**config.mk**
```make
export PLATFORM = sky130hd
export DESIGN_NAME = audio_level_bar_meter_core
export DESIGN_NICKNAME = d
export VERILOG_FILES = /design/src/hw/rtl/alm_pkg.sv /design/src/hw/rtl/alm_regs.sv /design/src/hw/rtl/alm_ctrl.sv /design/src/hw/rtl/alm_dp.sv /design/src/hw/rtl/audio_level_bar_meter_core.sv
export SDC_FILE = /design/constraint.sdc
export NUM_CORES = 1
export LEC_CHECK = 0
export BUFFER_PORTS_ARGS = -buffer_cell sky130_fd_sc_hd__buf_2
export CAP_MARGIN = 20
export CORE_ASPECT_RATIO = 0.8
export CORE_MARGIN = 5
export CORE_UTILIZATION = 50
export DETAILED_ROUTE_END_ITERATION = 10
export HOLD_SLACK_MARGIN = 0.05
export PLACE_DENSITY = 0.69
export SLEW_MARGIN = 20
export SYNTH_ARGS = -nofsm -noshare
export SYNTH_HDL_FRONTEND = slang
export SYNTH_SLANG_ARGS = --single-unit
```
**constraint.sdc**
```tcl
create_clock -name clk -period 6.9 [get_ports clk]
set_input_delay 0.345 -clock clk [delete_from_list [all_inputs] [get_ports clk]]
set_output_delay 0.345 -clock clk [all_outputs]
set_load 0.02 [all_outputs]
```
**src/hw/rtl/alm_pkg.sv**
```systemverilog
package alm_pkg;

  localparam int LEVEL_W  = 12;
  localparam int DECAY_W  = 16;
  localparam int BRIGHT_W = 8;
  localparam int HEIGHT_W = 15;
  localparam int FRAC_W   = 8;
  localparam int INDEX_W  = 6;
  localparam int COLOR_W  = 8;
  localparam int APB_DW   = 32;
  localparam int APB_AW   = 4;

  localparam int NUM_LEDS_DEF = 32;

  // rise filter weights, about 0.2 old and 0.8 new in 1/256 steps
  localparam int RISE_OLD = 51;
  localparam int RISE_NEW = 205;
  localparam int RISE_W   = 23;

  localparam logic [LEVEL_W-1:0]  GATE_LEVEL_RST = 12'd400;
  localparam logic [LEVEL_W-1:0]  MAX_LEVEL_RST  = 12'd2500;
  localparam logic [DECAY_W-1:0]  DECAY_STEP_RST = 16'd512;
  localparam logic [BRIGHT_W-1:0] BRIGHTNESS_RST = 8'd100;

  localparam logic [1:0] REG_GATE_LEVEL = 2'd0;
  localparam logic [1:0] REG_MAX_LEVEL  = 2'd1;
  localparam logic [1:0] REG_DECAY_STEP = 2'd2;
  localparam logic [1:0] REG_BRIGHTNESS = 2'd3;

  typedef struct packed {
    logic [LEVEL_W-1:0]  gate_level;
    logic [LEVEL_W-1:0]  max_level;
    logic [DECAY_W-1:0]  decay_step;
    logic [BRIGHT_W-1:0] brightness;
  } alm_cfg_t;

  typedef struct packed {
    logic load;
    logic div_step;
    logic update;
    logic emit_start;
    logic emit_adv;
  } alm_cmd_t;

  typedef struct packed {
    logic div_done;
    logic emit_last;
  } alm_sts_t;

endpackage

```
**src/hw/rtl/alm_regs.sv**
```systemverilog
module alm_regs
  import alm_pkg::*;
(
  input  logic              clk,
  input  logic              rst_n,
  input  logic              cfg_psel,
  input  logic              cfg_penable,
  input  logic              cfg_pwrite,
  input  logic [APB_AW-1:0] cfg_paddr,
  input  logic [APB_DW-1:0] cfg_pwdata,
  output logic [APB_DW-1:0] cfg_prdata,
  output logic              cfg_pready,
  output alm_cfg_t          cfg
);

  alm_cfg_t   cfg_r;
  logic       wr_en;
  logic [1:0] reg_sel;

  assign cfg_pready = 1'b1;
  assign wr_en      = cfg_psel & cfg_penable & cfg_pwrite;
  assign reg_sel    = cfg_paddr[3:2];
  assign cfg        = cfg_r;

  always_ff @(posedge clk) begin
    if (!rst_n) begin
      cfg_r.gate_level <= GATE_LEVEL_RST;
      cfg_r.max_level  <= MAX_LEVEL_RST;
      cfg_r.decay_step <= DECAY_STEP_RST;
      cfg_r.brightness <= BRIGHTNESS_RST;
    end else if (wr_en) begin
      case (reg_sel)
        REG_GATE_LEVEL: cfg_r.gate_level <= cfg_pwdata[LEVEL_W-1:0];
        REG_MAX_LEVEL:  cfg_r.max_level  <= cfg_pwdata[LEVEL_W-1:0];
        REG_DECAY_STEP: cfg_r.decay_step <= cfg_pwdata[DECAY_W-1:0];
        REG_BRIGHTNESS: cfg_r.brightness <= cfg_pwdata[BRIGHT_W-1:0];
        default: ;
      endcase
    end
  end

  always_comb begin
    case (reg_sel)
      REG_GATE_LEVEL: cfg_prdata = APB_DW'(cfg_r.gate_level);
      REG_MAX_LEVEL:  cfg_prdata = APB_DW'(cfg_r.max_level);
      REG_DECAY_STEP: cfg_prdata = APB_DW'(cfg_r.decay_step);
      REG_BRIGHTNESS: cfg_prdata = APB_DW'(cfg_r.brightness);
      default:        cfg_prdata = '0;
    endcase
  end

endmodule

```
**src/hw/rtl/alm_ctrl.sv**
```systemverilog
module alm_ctrl
  import alm_pkg::*;
(
  input  logic     clk,
  input  logic     rst_n,
  input  logic     in_tvalid,
  output logic     in_tready,
  input  logic     out_free,
  input  alm_sts_t sts,
  output alm_cmd_t cmd
);

  typedef enum logic [1:0] {
    ST_IDLE,
    ST_DIV,
    ST_UPD,
    ST_EMIT
  } state_t;

  state_t state_r, state_nxt;

  assign in_tready = (state_r == ST_IDLE);

  always_comb begin
    state_nxt = state_r;
    cmd       = '0;
    case (state_r)
      ST_IDLE: begin
        if (in_tvalid) begin
          cmd.load  = 1'b1;
          state_nxt = ST_DIV;
        end
      end
      ST_DIV: begin
        cmd.div_step = 1'b1;
        if (sts.div_done) state_nxt = ST_UPD;
      end
      ST_UPD: begin
        cmd.update     = 1'b1;
        cmd.emit_start = 1'b1;
        state_nxt      = ST_EMIT;
      end
      ST_EMIT: begin
        cmd.emit_adv = out_free;
        if (out_free && sts.emit_last) state_nxt = ST_IDLE;
      end
      default: state_nxt = ST_IDLE;
    endcase
  end

  always_ff @(posedge clk) begin
    if (!rst_n) begin
      state_r <= ST_IDLE;
    end else begin
      state_r <= state_nxt;
    end
  end

endmodule

```
**src/hw/rtl/alm_dp.sv**
```systemverilog
module alm_dp
  import alm_pkg::*;
#(
  parameter int NUM_LEDS = NUM_LEDS_DEF
) (
  input  logic               clk,
  input  logic               rst_n,
  input  alm_cfg_t           cfg,
  input  logic [LEVEL_W-1:0] level_sample,
  input  alm_cmd_t           cmd,
  output alm_sts_t           sts,
  input  logic               out_tready,
  output logic               out_valid,
  output logic [INDEX_W-1:0] out_led_index,
  output logic [COLOR_W-1:0] out_red,
  output logic [COLOR_W-1:0] out_green,
  output logic               out_last
);

  localparam int QW   = $clog2(NUM_LEDS + 1);
  localparam int KW   = $clog2(QW);
  localparam int NUMW = LEVEL_W + QW;
  localparam int IW   = $clog2(NUM_LEDS);
  localparam int ZONE_GREEN  = NUM_LEDS / 3;
  localparam int ZONE_YELLOW = (2 * NUM_LEDS) / 3;

  // sample scaling and divider
  logic [LEVEL_W-1:0] s_clamp, diff, den_r;
  logic [NUMW-1:0]    num, rem_r, trial;
  logic [QW-1:0]      q_r, target;
  logic [KW-1:0]      k_r;
  logic               zero_r, zero_in, ge;

  // bar height
  logic [HEIGHT_W-1:0] h_r, h_nxt;
  logic [QW+FRAC_W-1:0] tfix;
  logic [RISE_W-1:0]   rise_sum;

  // emit
  logic [IW-1:0]      idx_r;
  logic [6:0]         lit;
  logic               is_lit;
  logic [COLOR_W-1:0] red_c, green_c;
  logic               out_valid_r, out_last_r;
  logic [INDEX_W-1:0] out_idx_r;
  logic [COLOR_W-1:0] out_red_r, out_green_r;

  assign s_clamp = (level_sample > cfg.max_level) ? cfg.max_level : level_sample;
  assign diff    = s_clamp - cfg.gate_level;
  assign num     = NUMW'(diff) * NUMW'(NUM_LEDS);
  assign zero_in = (level_sample <= cfg.gate_level) || (cfg.max_level <= cfg.gate_level);

  assign trial = NUMW'(den_r) << k_r;
  assign ge    = (rem_r >= trial);

  // restoring divide, one quotient bit per cycle from the top
  always_ff @(posedge clk) begin
    if (cmd.load) begin
      rem_r  <= num;
      den_r  <= cfg.max_level - cfg.gate_level;
      zero_r <= zero_in;
      q_r    <= '0;
      k_r    <= KW'(QW - 1);
    end else if (cmd.div_step) begin
      if (ge) rem_r <= rem_r - trial;
      q_r[k_r] <= ge;
      k_r      <= k_r - 1'b1;
    end
  end

  assign sts.div_done = (k_r == '0);

  assign target   = zero_r ? '0 : q_r;
  assign tfix     = {target, {FRAC_W{1'b0}}};
  assign rise_sum = RISE_W'(RISE_OLD) * RISE_W'(h_r) + RISE_W'(RISE_NEW) * RISE_W'(tfix);

  always_comb begin
    if (HEIGHT_W'(tfix) > h_r) begin
      h_nxt = rise_sum[RISE_W-1:FRAC_W];
    end else if ({1'b0, h_r} > cfg.decay_step) begin
      h_nxt = h_r - cfg.decay_step[HEIGHT_W-1:0];
    end else begin
      h_nxt = '0;
    end
  end

  always_ff @(posedge clk) begin
    if (!rst_n) begin
      h_r <= '0;
    end else if (cmd.update) begin
      h_r <= h_nxt;
    end
  end

  // idx never reaches NUM_LEDS, so no clamp of the integer height is needed
  assign lit    = h_r[HEIGHT_W-1:FRAC_W];
  assign is_lit = (7'(idx_r) < lit);

  always_comb begin
    red_c   = '0;
    green_c = '0;
    if (is_lit) begin
      if (idx_r < IW'(ZONE_GREEN)) begin
        green_c = cfg.brightness;
      end else if (idx_r < IW'(ZONE_YELLOW)) begin
        red_c   = cfg.brightness;
        green_c = cfg.brightness;
      end else begin
        red_c = cfg.brightness;
      end
    end
  end

  assign sts.emit_last = (idx_r == IW'(NUM_LEDS - 1));

  always_ff @(posedge clk) begin
    if (cmd.emit_start) begin
      idx_r <= '0;
    end else if (cmd.emit_adv) begin
      idx_r <= idx_r + 1'b1;
    end
  end

  always_ff @(posedge clk) begin
    if (!rst_n) begin
      out_valid_r <= 1'b0;
    end else if (cmd.emit_adv) begin
      out_valid_r <= 1'b1;
    end else if (out_tready) begin
      out_valid_r <= 1'b0;
    end
  end

  always_ff @(posedge clk) begin
    if (cmd.emit_adv) begin
      out_idx_r   <= INDEX_W'(idx_r);
      out_red_r   <= red_c;
      out_green_r <= green_c;
      out_last_r  <= sts.emit_last;
    end
  end

  assign out_valid     = out_valid_r;
  assign out_led_index = out_idx_r;
  assign out_red       = out_red_r;
  assign out_green     = out_green_r;
  assign out_last      = out_last_r;

endmodule

```
**src/hw/rtl/audio_level_bar_meter_core.sv**
```systemverilog
// Channel | Dir | Handshake           | Payload
// in_     | in  | in_tvalid/in_tready | in_tdata[11:0] level_sample
// out_    | out | out_tvalid/tready   | tdata: led_index, red, green, blue; tlast last_led
// cfg_    | in  | APB, pready tied 1  | gate_level, max_level, decay_step, brightness
//
// One sample at a time: accept, a restoring divide, a height update, then
// NUM_LEDS output items at one per cycle while out_tready does not stall.
// The block has a single restoring divider and a one-item output register.
// A new sample is taken while the final item still waits in the output register.
// Synchronous active-low reset clears the height and restores register defaults.
// A stalled out_tready holds the current item and pauses the LED sweep.
module audio_level_bar_meter_core
  import alm_pkg::*;
#(
  parameter int NUM_LEDS = NUM_LEDS_DEF
) (
  input  logic              clk,
  input  logic              rst_n,
  input  logic              in_tvalid,
  output logic              in_tready,
  input  logic [15:0]       in_tdata,    // [11:0] level_sample
  output logic              out_tvalid,
  input  logic              out_tready,
  output logic [31:0]       out_tdata,   // [5:0] led_index, [13:6] red, [21:14] green,
                                         // [29:22] blue
  output logic              out_tlast,   // last_led
  input  logic              cfg_psel,
  input  logic              cfg_penable,
  input  logic              cfg_pwrite,
  input  logic [APB_AW-1:0] cfg_paddr,
  input  logic [APB_DW-1:0] cfg_pwdata,
  output logic [APB_DW-1:0] cfg_prdata,
  output logic              cfg_pready
);

  alm_cfg_t           cfg;
  alm_cmd_t           cmd;
  alm_sts_t           sts;
  logic               out_free;
  logic [INDEX_W-1:0] led_index;
  logic [COLOR_W-1:0] red, green;

  alm_regs u_regs (
    .clk         (clk),
    .rst_n       (rst_n),
    .cfg_psel    (cfg_psel),
    .cfg_penable (cfg_penable),
    .cfg_pwrite  (cfg_pwrite),
    .cfg_paddr   (cfg_paddr),
    .cfg_pwdata  (cfg_pwdata),
    .cfg_prdata  (cfg_prdata),
    .cfg_pready  (cfg_pready),
    .cfg         (cfg)
  );

  alm_ctrl u_ctrl (
    .clk       (clk),
    .rst_n     (rst_n),
    .in_tvalid (in_tvalid),
    .in_tready (in_tready),
    .out_free  (out_free),
    .sts       (sts),
    .cmd       (cmd)
  );

  alm_dp #(
    .NUM_LEDS (NUM_LEDS)
  ) u_dp (
    .clk           (clk),
    .rst_n         (rst_n),
    .cfg           (cfg),
    .level_sample  (in_tdata[LEVEL_W-1:0]),
    .cmd           (cmd),
    .sts           (sts),
    .out_tready    (out_tready),
    .out_valid     (out_tvalid),
    .out_led_index (led_index),
    .out_red       (red),
    .out_green     (green),
    .out_last      (out_tlast)
  );

  assign out_free  = !out_tvalid || out_tready;
  assign out_tdata = {2'b00, {COLOR_W{1'b0}}, green, red, led_index};

endmodule

```
# After elaboration in Yosys (flattened, before gate mapping)

Cells that the tools add are included.

Input port bits: 59
Bits in registers: 133
Output and inout bits: 68

Order comparisons: 11
Equality and inequality tests: 10
Add/sub/neg operators: 7
Mux-type cells: 24
Multipliers: 2
Shifts and indexed selects: 1
Reductions and logical operators: 19
Bitwise logic cells: 3

Operators with widths:

| operator                                           | number |
|---|---|
| one-hot mux 32 bit (4 select lines)                | 1 |
| 2-to-1 mux 17 bit                                  | 3 |
| 2-to-1 mux 15 bit                                  | 2 |
| less-or-equal comparator 12 bit                    | 2 |
| subtractor 12 bit                                  | 2 |
| adder 21 x 22 -> 23 bit                            | 1 |
| multiplier 6 x 15 -> 21 bit (first input constant) | 1 |
| greater-or-equal comparator 18 bit                 | 1 |
| left shift 12 x 3 -> 18 bit                        | 1 |
| subtractor 18 bit                                  | 1 |
| > comparator 15 x 16 -> 1 bit                      | 1 |
| 2-to-1 mux 8 bit                                   | 2 |
| > comparator 14 x 15 -> 1 bit                      | 1 |
| subtractor 15 bit                                  | 1 |
| multiplier 8 x 6 -> 14 bit (first input constant)  | 1 |
| > comparator 12 bit                                | 1 |
| 2-to-1 mux 12 bit                                  | 1 |
| AND reduction 2 bit                                | 6 |
| == test 2 bit (second input constant)              | 4 |
| 2-to-1 mux 2 bit                                   | 4 |
| one-hot mux 2 bit (4 select lines)                 | 1 |
| < comparator 5 x 7 -> 1 bit                        | 1 |
| 2-to-1 mux 1 bit                                   | 7 |
| bitwise mux 6 bit                                  | 1 |
| other kinds (22)                                   | 30 |

# Longest topological paths before layout

Gate-level depths: netlist of the first run.

Word-level depth: 5
Gate-level depth with buffers: 24
Gate-level depth less buffers: 23

# Modules after synthesis

From an unflattened synthesis of the first run, not the netlist that was laid out.

Cells, all modules: 1,393
Area, all modules: 12,744.7 um^2

Modules (own cells, without submodules):

| module                     | area each (um^2) | seq. area each (um^2) | cells each | instances |
|---|---|---|---|---|
| alm_dp                     | 10,095.9         | 2,132.0               | 1,123      | 1 |
| alm_regs                   | 2,388.5          | 960.9                 | 237        | 1 |
| alm_ctrl                   | 175.2            | 40.0                  | 21         | 1 |
| audio_level_bar_meter_core | 85.1             | 0.0                   | 12         | 1 |

# Least setup slack after synthesis of the first run

Ideal clock, no wire load.

Path type: reg2reg
Start point: register u_dp.zero_r
End point: register u_dp.h_r[13]
Clock period less this slack: 5.319 ns
Cell stages (with the launch flop): 24
Setup slack: 1.581 ns
Arrival time: 5.245 ns
Setup time: 0.074 ns
Cell sequence: edfxtp_1 clkbuf_1 nor2b_1 ha_1 ha_1 inv_1 fa_1 inv_1 ha_1 fa_1 a21o_1 a21oi_1 o21bai_1 a21oi_1 xnor2_1 fa_1 inv_1 ha_1 and2_1 a31o_2 a2111oi_2 o31ai_1 mux2_2 a31oi_1

Cells in the longest elaborated chain, start to end: 4

Ends and longest elaborated chain:

| element                    | line         | source |
|---|---|---|
| start, declared            | alm_dp.sv:32 | `logic zero_r, zero_in, ge;` |
| start signal, assigned     | alm_dp.sv:61 | `zero_r <= zero_in;` |
| 2-to-1 mux 6 bit (*)       | alm_dp.sv:73 | `assign target = zero_r ? '0 : q_r;` |
| multiplier 8 x 6 -> 14 bit | alm_dp.sv:75 | `assign rise_sum = RISE_W'(RISE_OLD) * RISE_W'(h_r) + RISE_W'(RISE_NEW) * RISE_W'(tfix);` |
| adder 21 x 22 -> 23 bit    | alm_dp.sv:75 |  |
| 2-to-1 mux 15 bit (*)      | alm_dp.sv:78 | `if (HEIGHT_W'(tfix) > h_r) begin` |
| end signal, assigned       | alm_dp.sv:91 | `h_r <= h_nxt;` |
| end, declared              | alm_dp.sv:35 | `logic [HEIGHT_W-1:0] h_r, h_nxt;` |

Mark *: on every way between the ends. The rest lies on a longest branch, timed or not.
A chain may end at the register's enable or synchronous reset.

# Worst setup path in the final report of the first run

Same ends and word-level chain as after synthesis.

==> results of run 1 <==
==> layout make-up <==
cell class / instances / area (um^2)
sequential: 133 / 3130
clock inverter: 12 / 149
inverter: 169 / 634
multi-input combinational: 1101 / 8570
fill: 2306 / 11300
timing repair buffer: 84 / 440
tap: 324 / 405
clock buffer: 20 / 457
==> per-stage QoR <==
| stage | worst slack (ns) | area (um^2) | hold slack, ns | instances |
|---|---|---|---|---|
| finish | 1.17 | 13800 | 0.164 | 1843 |
| global route | 0.816 | 13800 | 0.178 | 1843 |
| CTS | 1.17 | 13800 | 0.147 | 1843 |
| detailed placement | 1.20 | 13200 | 0.466 | 1811 |
| global placement | 1.24 | 13200 | 0.459 | 1811 |
| floorplan | 1.58 | 12700 | 0.445 | 1482 |
==> synthesized netlist by cell type, types with 3 or more instances <==
library cell | count | share of area [%]
or3_1 | 10 | 0.49
edfxtp_1 | 47 | 11
dfxtp_1 | 86 | 14
nor2b_1 | 18 | 0.89
nor2_1 | 86 | 2.6
a211oi_1 | 20 | 1.2
mux2_2 | 14 | 1.2
a22oi_1 | 8 | 0.47
a21oi_1 | 113 | 4.5
o21a_1 | 17 | 1.0
nand3b_1 | 5 | 0.30
clkbuf_1 | 43 | 1.3
or2_2 | 9 | 0.45
o211ai_1 | 20 | 1.2
mux4_2 | 11 | 2.0
or4_1 | 3 | 0.18
nor3_1 | 25 | 0.99
a221oi_1 | 4 | 0.28
o31ai_1 | 14 | 0.83
a21boi_0 | 5 | 0.30
and3_1 | 9 | 0.45
a31oi_1 | 12 | 0.59
nand2b_1 | 19 | 0.94
a21o_1 | 27 | 1.6
xor2_1 | 20 | 1.4
fa_1 | 45 | 7.1
o32ai_1 | 4 | 0.28
nand3_1 | 29 | 1.1
buf_4 | 28 | 1.7
a211o_1 | 4 | 0.28
nand2_1 | 133 | 3.9
nand4_1 | 21 | 1.0
buf_2 | 6 | 0.24
ha_1 | 169 | 17
xnor2_1 | 46 | 3.2
and2_1 | 28 | 1.4
inv_1 | 167 | 5.0
mux2i_1 | 40 | 3.2
o2111ai_1 | 3 | 0.21
o21ai_0 | 39 | 1.5
o22ai_1 | 8 | 0.40
a41oi_1 | 3 | 0.21
o21bai_1 | 7 | 0.42
==> power groups by stage <==
stage / Clock (uW) / Sequential, uW / Combinational (uW)
2_1_floorplan: 0 / 1090 / 2800
3_3_place_gp: 0 / 1170 / 3430
3_5_place_dp: 0 / 1180 / 3490
4_1_cts: 951 / 1160 / 3530
5_1_grt: 991 / 1180 / 3990
6_report: 936 / 1160 / 3560
==> flip-flops by register name (all words and copies together) (netlist names) <==
name	count
u_dp.h_r	15
u_regs.cfg	48
u_ctrl.state_r	2
u_dp.zero_r	1
u_dp.den_r	12
u_dp.out_valid	1
u_dp.rem_r	18
u_dp.out_red	8
u_dp.out_last	1
u_dp.out_green	8
u_dp.k_r	3
u_dp.out_led_index	5
u_dp.idx_r	5
u_dp.q_r	6
==> metal layers <==
metal  vias to the layer above  GRT usage [%]
met5                         -              0
met4                         0           4.96
met3                        33           4.83
met2                       318           33.6
met1                      4920           33.1
li1                       5152              -
==> worst paths after layout <==
path	cells past startpoint	from	to	slack (ns)
worst max-delay path	23	u_dp.zero_r	u_dp.h_r[13]	1.17
worst min-delay path	3	cfg_pwdata[15]	u_regs.cfg[23]	0.16
worst max register to register	23	u_dp.zero_r	u_dp.h_r[13]	1.17
worst min register to register	2	u_regs.cfg[41]	u_regs.cfg[41]	0.47
==> kinds of logic (layout without fill, tap and decap cells) <==
logic type | count (synthesis) | count (layout)
other | 2 | 28
AOI/OAI and AO/OA | 326 | 326
DFF | 133 | 133
buffers and inverters | 248 | 285
muxes | 65 | 65
xor gates and xnor gates | 66 | 66
adders and majority gates | 214 | 214
and+or+nand+nor | 402 | 402
==> critical path: cells and delay by family, from the launching register on <==
kind	cells	cell delay [ns]
compound gates	8	1.70
xor+xnor	1	0.11
buf+inv	4	0.32
mux	1	0.31
flops	1	0.57
simple gates	2	0.25
fa+ha+maj	7	2.39
==> metrics.md, run 1 <==
| Metric | Value |
|---|---|
| H-tree levels | 4 |
| Post-synthesis simple-gate area fraction | 15.2% |
| Drc violations | 0 |
| Endpoints failing setup | 0 |
| Seq pwr share | 20.6% |
| Maxcap violations | 0 |
| CTS Hold Bufs | 0 |
| Met1 wire length | 15.9 mm |
| Commonest non-fill, non-tap cell in the layout | ha_1 |
| Via-to-Cell Ratio | 5.66 |
| CP cell instances | nor2b_1 > buf_4 > ha_1 > ha_1 > inv_1 > fa_1 > inv_1 > ha_1 > fa_1 > a21o_1 > a21oi_1 > o21bai_1 > a21oi_1 > xnor2_1 > fa_1 > inv_1 > ha_1 > and2_1 > a31o_2 > a2111oi_2 > o31ai_1 > mux2_2 > a31oi_1 |
| Overflow after GRT | 0 |
| Largest family of logic cells by synthesized area | adder cells |
| Layout cell share with drive strength beyond 1 | 10.5% |
| Vias | 10.4k |
| CTS Sinks | 133 |
| Clk_skew | 0.00929 ns |
| Cells after Synth | 1456 |
| First-pass GRT wire length | 52.1 mm |
| Int Pwr | 3020 uW |
| Final layout net count | 1779 |
| WL final | 32.4 mm |
| Post-synthesis mux area share | 6.37% |
| Combinational power share | 62.9% |
| Largest net degree at the start of global routing | 46 |
| P&R area growth vs syn | 9.00% |
| Routed wl met3 | 2.19 mm |
| Worst setup SP type | flip-flop |
| Type of the most critical hold path | primary input to flip-flop |
| Pwr dens | 410 nW/um^2 |
| Met2 wire len | 13.9 mm |
| Initial Utilization | 50.4% |
| Top cell by count, worst path | ha_1 |
| Fin crit share | 83.1% |
| Pins Over Slew Limit | 0 |
| Post-DRT Antenna Nets | 0 |
| Worst path slowest cell | edfxtp_1 |
| Die X | 188 um |
| Syn Area/Cell | 8.69 um^2 |
| Clock Power Share | 16.6% |
| Total power | 5650 uW |
| First-pass DRT Iterations | 4 |
| Predominant post-synthesis flop cell | dfxtp_1 |
| Unrepaired setup endpoints after global routing | false |
| EDFF count, synth | 47 |
| Synthesized area | 12600 um^2 |
| Clk buf depth | 2 |
| Post-layout util | 54.9% |
| Hold Vio Cnt, Final | 0 |
| Crit. End Element | flip-flop |
| VDD IR max | 273 uV |
| Final Wtd Congestion | 0.943 |
| Synth cell types | 68 |
| Status | finished, final reports clean |
| Post-Synth Adder-Cell Area | 23.8% |
| Vias in the first global route | 9917 |
| Critical path required time | 7.25 ns |
| Ys async rst share | 0% |
| Routed WL per cell | 17.6 um |
| Area of the core | 25100 um^2 |
| Switching Fraction | 46.6% |
| Post-CTS setup buffer count | 0 |
| All-Layer GR Usage | 22.4% |
| Root buffer cell | clkbuf_16 |
| CP max stage delay | 0.57 ns |
| PortBufs | 76 |
| Sequential share of the synthesized area | 24.8% |
| Detailed-placement wirelength estimate | 25.8 mm |
| Initial antenna violation count | 0 |
| Lkg Pwr | 0.00634 uW |
| Clk pin slew, worst setup/hold paths | 0.06 ns |
| Worst-Margin Slew | 1.05 ns |
| Arrival time at the worst endpoint | 6.09 ns |
| Worst-path maximum fanout | 14 |
| XOR/XNOR share of the synthesized area | 4.57% |
| Highest Signal Layer | met4 |
| Final critical-path required period | 5.73 ns |
| CTS tree | done |
| Synth Warn # | 0 |
| Synth Area in Compound Gates | 16.8% |
| CTS resizes | 0 |
| FP Rows | 52 |
| Most frequent cells in the layout | 169 x ha_1, 167 x inv_1, 133 x nand2_1, 113 x a21oi_1, 86 x dfxtp_1 |
| DIE HEIGHT | 152 um |
| DR iter-0 viols | 787 |
| Number of diodes | 0 |
| Num CTS Buffers | 17 |
| Clock Latency Late Sink | 0.43 ns |
| WS Path Type | flip-flop to flip-flop |
| Die ar. | 28600 um^2 |
| Total negative slack | 0 ns |
| Synthesis-stage register bit count | 133 |
| Switch Pwr | 2630 uW |
| Max frequency | 0.174 GHz |
| Max transition margin | 29.8% |
| Number of primary I/O pins | 127 |
Note: power is estimated with default switching activity, not from simulation.
==> run 2, diff against run 1 <==
==> constraint.sdc (replaced) <==
create_clock -name clk -period 5.7 [get_ports clk]
set_input_delay 0.285 -clock clk [delete_from_list [all_inputs] [get_ports clk]]
set_output_delay 0.285 -clock clk [all_outputs]
set_load 0.02 [all_outputs]
==> run 2 against run 1 <==
Net effect:
- clock power rose by 25%
- power rose by 23%
- count of clock-buffer cells in the layout increased by 6
- cell area is 0.77% higher
- register-to-register slack got worse by 0.85 ns
- die area stayed put
- sequential cell count unchanged
- global-route usage increased by 0.50 points
- largest cell class unchanged
- highest routed layer unchanged
==> metrics.md, run 2 (same netlist as run 1, synthesis figures left out) <==
| Metric | Value |
|---|---|
| Finished Cell Area | 13900 um^2 |
| WS Path Type | flip-flop to flip-flop |
| Clock Latency Late Sink | 0.43 ns |
| Pins Over Slew Limit | 0 |
| Post-DP Area | 13200 um^2 |
| Critical path required time | 6.06 ns |
| Worst-Margin Slew | 1.09 ns |
| Final layout net count | 1788 |
| VDD IR max | 283 uV |
| Hold Vio Cnt, Final | 0 |
| Final critical-path required period | 5.38 ns |
| Max transition margin | 27.4% |
| CTS tree | done |
| Vias | 10.6k |
| Overflow after GRT | 0 |
| H-tree levels | 4 |
| Num CTS Buffers | 17 |
| CP max stage delay | 0.49 ns |
| First-pass DRT Iterations | 5 |
| Pwr dens | 499 nW/um^2 |
| Top reg by flops | u_regs.cfg |
| Worst setup SP type | flip-flop |
| DR iter-0 viols | 696 |
| Min Hold Slack | 0.0919 ns |
| WL final | 32.7 mm |
| Initial antenna violation count | 0 |
| Root buffer cell | clkbuf_16 |
| Maxcap violations | 0 |
| Max frequency | 0.186 GHz |
| Clk pin slew, worst setup/hold paths | 0.06 ns |
| Die X | 188 um |
| Top cell by count, worst path | inv_1 |
| Layout cell share with drive strength beyond 1 | 10.9% |
| Initial Utilization | 50.4% |
| Number of diodes | 0 |
| Crit. End Element | flip-flop |
| PortBufs | 76 |
| Number of primary I/O pins | 127 |
| Biggest regs | u_regs.cfg: 48 flops, u_dp.rem_r: 18 flops, u_dp.h_r: 15 flops |
| First-pass GRT wire length | 53.2 mm |
| Die ar. | 28600 um^2 |
| Final Wtd Congestion | 0.944 |
| Routed WL per cell | 17.7 um |
| CTS Sinks | 133 |
| Worst path slowest cell | fa_1 |
| Via-to-Cell Ratio | 5.70 |
| Lkg Pwr | 0.00640 uW |
| Fillers | 2316 |
| Total power | 6930 uW |
| Total negative slack | 0 ns |
| Area of the core | 25100 um^2 |
| Most frequent cells in the layout | 169 x ha_1, 167 x inv_1, 133 x nand2_1, 113 x a21oi_1, 86 x dfxtp_1 |
| Post-DRT Antenna Nets | 0 |
| Post-layout util | 55.3% |
| Commonest non-fill, non-tap cell in the layout | ha_1 |
| Clk_skew | 0.00838 ns |
| P&R area growth vs syn | 9.84% |
| Vias in the first global route | 10.1k |
| All-Layer GR Usage | 22.9% |
| Fin crit share | 94.4% |
| Drc violations | 0 |
| Status | finished, final reports clean |
| Type of the most critical hold path | primary input to flip-flop |
| FP Rows | 52 |
| Max reg flops | 48 |
| Worst-path maximum fanout | 7 |
| Detailed-placement wirelength estimate | 25.9 mm |
| DIE HEIGHT | 152 um |
| Largest net degree at the start of global routing | 46 |
| Arrival time at the worst endpoint | 5.74 ns |
| Clk buf depth | 2 |
| Endpoints failing setup | 0 |
| CP cell instances | nand2b_1 > inv_1 > ha_1 > inv_1 > fa_1 > inv_1 > ha_1 > fa_1 > a21o_1 > a21oi_1 > o21bai_1 > a21oi_1 > xnor2_1 > fa_1 > inv_1 > ha_1 > and2_1 > a31o_2 > a2111oi_4 > o31ai_1 > mux2_2 > a31oi_1 |
-- run 2: cell count changes in the layout (fill, tap and decap cells not counted), sizes merged --
cell / previous run / this run
inv: 171 / 170
clkinv: 6 / 2
buf: 84 / 92
clkinvlp: 1 / 0
clkbuf: 20 / 27
-- run 2: final timing paths --
kind	startpoint	endpoint	slack, ns	cells after the start
min reg2reg	u_regs.cfg[12]	u_regs.cfg[12]	0.47	2
max	u_dp.zero_r	u_dp.h_r[13]	0.32	22
min	cfg_pwdata[15]	u_regs.cfg[23]	0.09	3
max reg2reg	u_dp.zero_r	u_dp.h_r[13]	0.32	22
-- run 2: power by group --
group / internal [uW] / total (uW) / switching [uW]
clock network: 767 / 1170 / 407
logic: 1760 / 4380 / 2620
registers: 1200 / 1370 / 177
total: 3730 / 6930 / 3200
-- run 2: critical path, delay by kind of cell (launching register included) --
kind / cells / cell delay (ns)
flops: 1 / 0.47
compound gates: 8 / 1.63
mux: 1 / 0.29
xor+xnor: 1 / 0.11
simple gates: 2 / 0.36
fa+ha+maj: 6 / 2.24
buf+inv: 4 / 0.22
-- run 2: through the flow --
| stage | worst slack, ns | std cells |
|---|---|---|
| after detailed placement | 0.187 | 1817 |
| after global routing | -0.00804 | 1852 |
| after global placement | 0.214 | 1816 |
| final | 0.317 | 1852 |
| after floorplan | 0.381 | 1482 |
| after CTS | 0.145 | 1849 |
-- run 2: area by class of cell --
class                           instances  area, um^2  share of cell area (%)
Multi-Input combinational cell       1101        8580                    61.8
Sequential cell                       133        3130                    22.6
Inverter                              169         634                    4.57
Clock buffer                           26         524                    3.77
Timing Repair Buffer                   93         505                    3.64
Tap cell                              324         405                    2.92
Clock inverter                          6         110                   0.793
-- run 2: routing by layer --
metal	GRT usage [%]	vias up	routed length [um]
met5	0	-	0
met1	33.5	5039	15800
met4	5.80	0	516
met3	4.63	34	2200
li1	-	5178	-
met2	34.6	312	14200
-- run 2: timing repair --
item	CTS	global route
hold buffers	0	0
setup buffers	0	3
resized for setup	0	1
endpoints found under the setup margin	0	3
==> run 3, diff against run 2 <==
==> constraint.sdc (replaced) <==
create_clock -name clk -period 6.1 [get_ports clk]
set_input_delay 0.305 -clock clk [delete_from_list [all_inputs] [get_ports clk]]
set_output_delay 0.305 -clock clk [all_outputs]
set_load 0.02 [all_outputs]
==> run 3 against run 2 <==
Net effect:
- sequential share of layout area increased by 0.24 points
- largest cell class unchanged
- critical path type unchanged
- worst setup slack improved by 0.10 ns
- hold slack gained 0.034 ns
- clock skew is 0.0037 ns higher
==> metrics.md, run 3 (same netlist as run 1, synthesis figures left out) <==
| Metric | Value |
|---|---|
| Endpoints failing setup | 0 |
| Final critical-path required period | 5.68 ns |
| Clk buf depth | 2 |
| Vias in the first global route | 9850 |
| VDD IR max | 246 uV |
| WS Path Type | flip-flop to flip-flop |
| All-Layer GR Usage | 22.2% |
| DIE HEIGHT | 152 um |
| CTS Hold Bufs | 0 |
| Initial antenna violation count | 0 |
| Final layout net count | 1781 |
| Min Hold Slack | 0.126 ns |
| Arrival time at the worst endpoint | 6.03 ns |
| Drc violations | 0 |
| Detailed-placement wirelength estimate | 25.7 mm |
| Num CTS Buffers | 17 |
| Clk pin slew, worst setup/hold paths | 0.06 ns |
| Clock Latency Late Sink | 0.43 ns |
| Finished Cell Area | 13700 um^2 |
| Commonest non-fill, non-tap cell in the layout | ha_1 |
| FP Rows | 52 |
| CTS tree | done |
| Post-DP Area | 13200 um^2 |
| Worst-path maximum fanout | 14 |
| Root buffer cell | clkbuf_16 |
| CTS resizes | 0 |
| Overflow after GRT | 0 |
| Buf/Inv on CP | 4 |
| Max frequency | 0.176 GHz |
| Most frequent cells in the layout | 169 x ha_1, 167 x inv_1, 133 x nand2_1, 113 x a21oi_1, 86 x dfxtp_1 |
| Post-layout util | 54.7% |
| Largest net degree at the start of global routing | 46 |
| Type of the most critical hold path | primary input to flip-flop |
| Die ar. | 28600 um^2 |
| Worst setup SP type | flip-flop |
| Final Wtd Congestion | 0.923 |
| Crit. End Element | flip-flop |
| Fin crit share | 93.1% |
| Total negative slack | 0 ns |
| CP cell instances | nand2b_1 > inv_1 > ha_1 > inv_1 > fa_1 > inv_1 > ha_1 > fa_1 > a21o_1 > a21oi_1 > o21bai_1 > a21oi_1 > xnor2_1 > fa_1 > inv_1 > ha_1 > and2_1 > a31o_2 > a2111oi_2 > o31ai_1 > mux2_2 > a31oi_1 |
| CP max stage delay | 0.60 ns |
| Layout cell share with drive strength beyond 1 | 10.5% |
| Top reg by flops | u_regs.cfg |
| Worst path slowest cell | edfxtp_1 |
| First-pass DRT Iterations | 6 |
| Clk_skew | 0.0121 ns |
| P&R area growth vs syn | 8.71% |
| Number of diodes | 0 |
| Pwr dens | 461 nW/um^2 |
| WL final | 32.3 mm |
| Fillers | 2290 |
| Lkg Pwr | 0.00633 uW |
| Worst-Margin Slew | 1.06 ns |
| Max reg flops | 48 |
| Routed WL per cell | 17.5 um |
| Unrepaired setup endpoints after global routing | false |
| Initial Utilization | 50.4% |
| H-tree levels | 4 |
| Pins Over Slew Limit | 0 |
| Hold Vio Cnt, Final | 0 |
| Area of the core | 25100 um^2 |
| Post-DRT Antenna Nets | 0 |
| Top cell by count, worst path | inv_1 |
| Post-CTS setup buffer count | 0 |
| Vias | 10.4k |
| CTS Sinks | 133 |
| Number of primary I/O pins | 127 |
| Die X | 188 um |
| Status | finished, final reports clean |
| PortBufs | 76 |
| DR iter-0 viols | 773 |
| Via-to-Cell Ratio | 5.64 |
| Top delay family on crit path | adder cells |
| Biggest regs | u_regs.cfg: 48 flops, u_dp.rem_r: 18 flops, u_dp.h_r: 15 flops |
| Critical path required time | 6.45 ns |
| Max transition margin | 29.2% |
| Maxcap violations | 0 |
| First-pass GRT wire length | 51.5 mm |
==> run 3: final cells by class <==
cell class	count	area, um^2	area share, %
Timing Repair Buffer	86	455	3.31
Multi-Input combinational cell	1101	8570	62.3
Tap cell	324	405	2.95
Sequential cell	133	3130	22.8
Inverter	169	634	4.61
Clock buffer	24	482	3.50
Clock inverter	8	71.3	0.519
==> run 3: worst paths after layout <==
check        cells after the start           start        endpoint  slack, ns
max                             22     u_dp.zero_r    u_dp.h_r[13]       0.42
min                              3  cfg_pwdata[15]  u_regs.cfg[23]       0.13
max reg2reg                     22     u_dp.zero_r    u_dp.h_r[13]       0.42
min reg2reg                      2  u_regs.cfg[42]  u_regs.cfg[42]       0.47
==> run 3: metrics by stage <==
step	total power (uW)	setup slack, ns	instances
floorplan	4400	0.781	1482
CTS	6320	0.450	1845
detailed placement	5300	0.513	1813
finish	6330	0.421	1845
global route	6890	0.0976	1845
global placement	5220	0.585	1812
==> run 3: routing by layer <==
metal | global-route usage [%] | vias up | wire [um]
met5 | 0 | - | 0
met1 | 32.8 | 4921 | 15800
met4 | 5.77 | 0 | 528
met3 | 4.72 | 32 | 2300
li1 | - | 5154 | -
met2 | 33.1 | 297 | 13700
==> run 3: where the power goes <==
part           leakage, uW  internal (uW)  total [uW]  switching, uW
combinational      0.00491           1640        4070           2430
clock             0.000279            591         968            377
sequential         0.00114           1120        1300            179
total              0.00633           3350        6330           2980
==> run 3: worst register-to-register path: stages (launching register included) <==
cell and delay, ns:
edfxtp_1 0.60, nand2b_1 0.22, inv_1 0.09, ha_1 0.28, inv_1 0.05, fa_1 0.50, inv_1 0.04, ha_1 0.22
fa_1 0.41, a21o_1 0.17, a21oi_1 0.23, o21bai_1 0.10, a21oi_1 0.22, xnor2_1 0.11, fa_1 0.48, inv_1 0.04
ha_1 0.37, and2_1 0.17, a31o_2 0.21, a2111oi_2 0.46, o31ai_1 0.18, mux2_2 0.30, a31oi_1 0.16
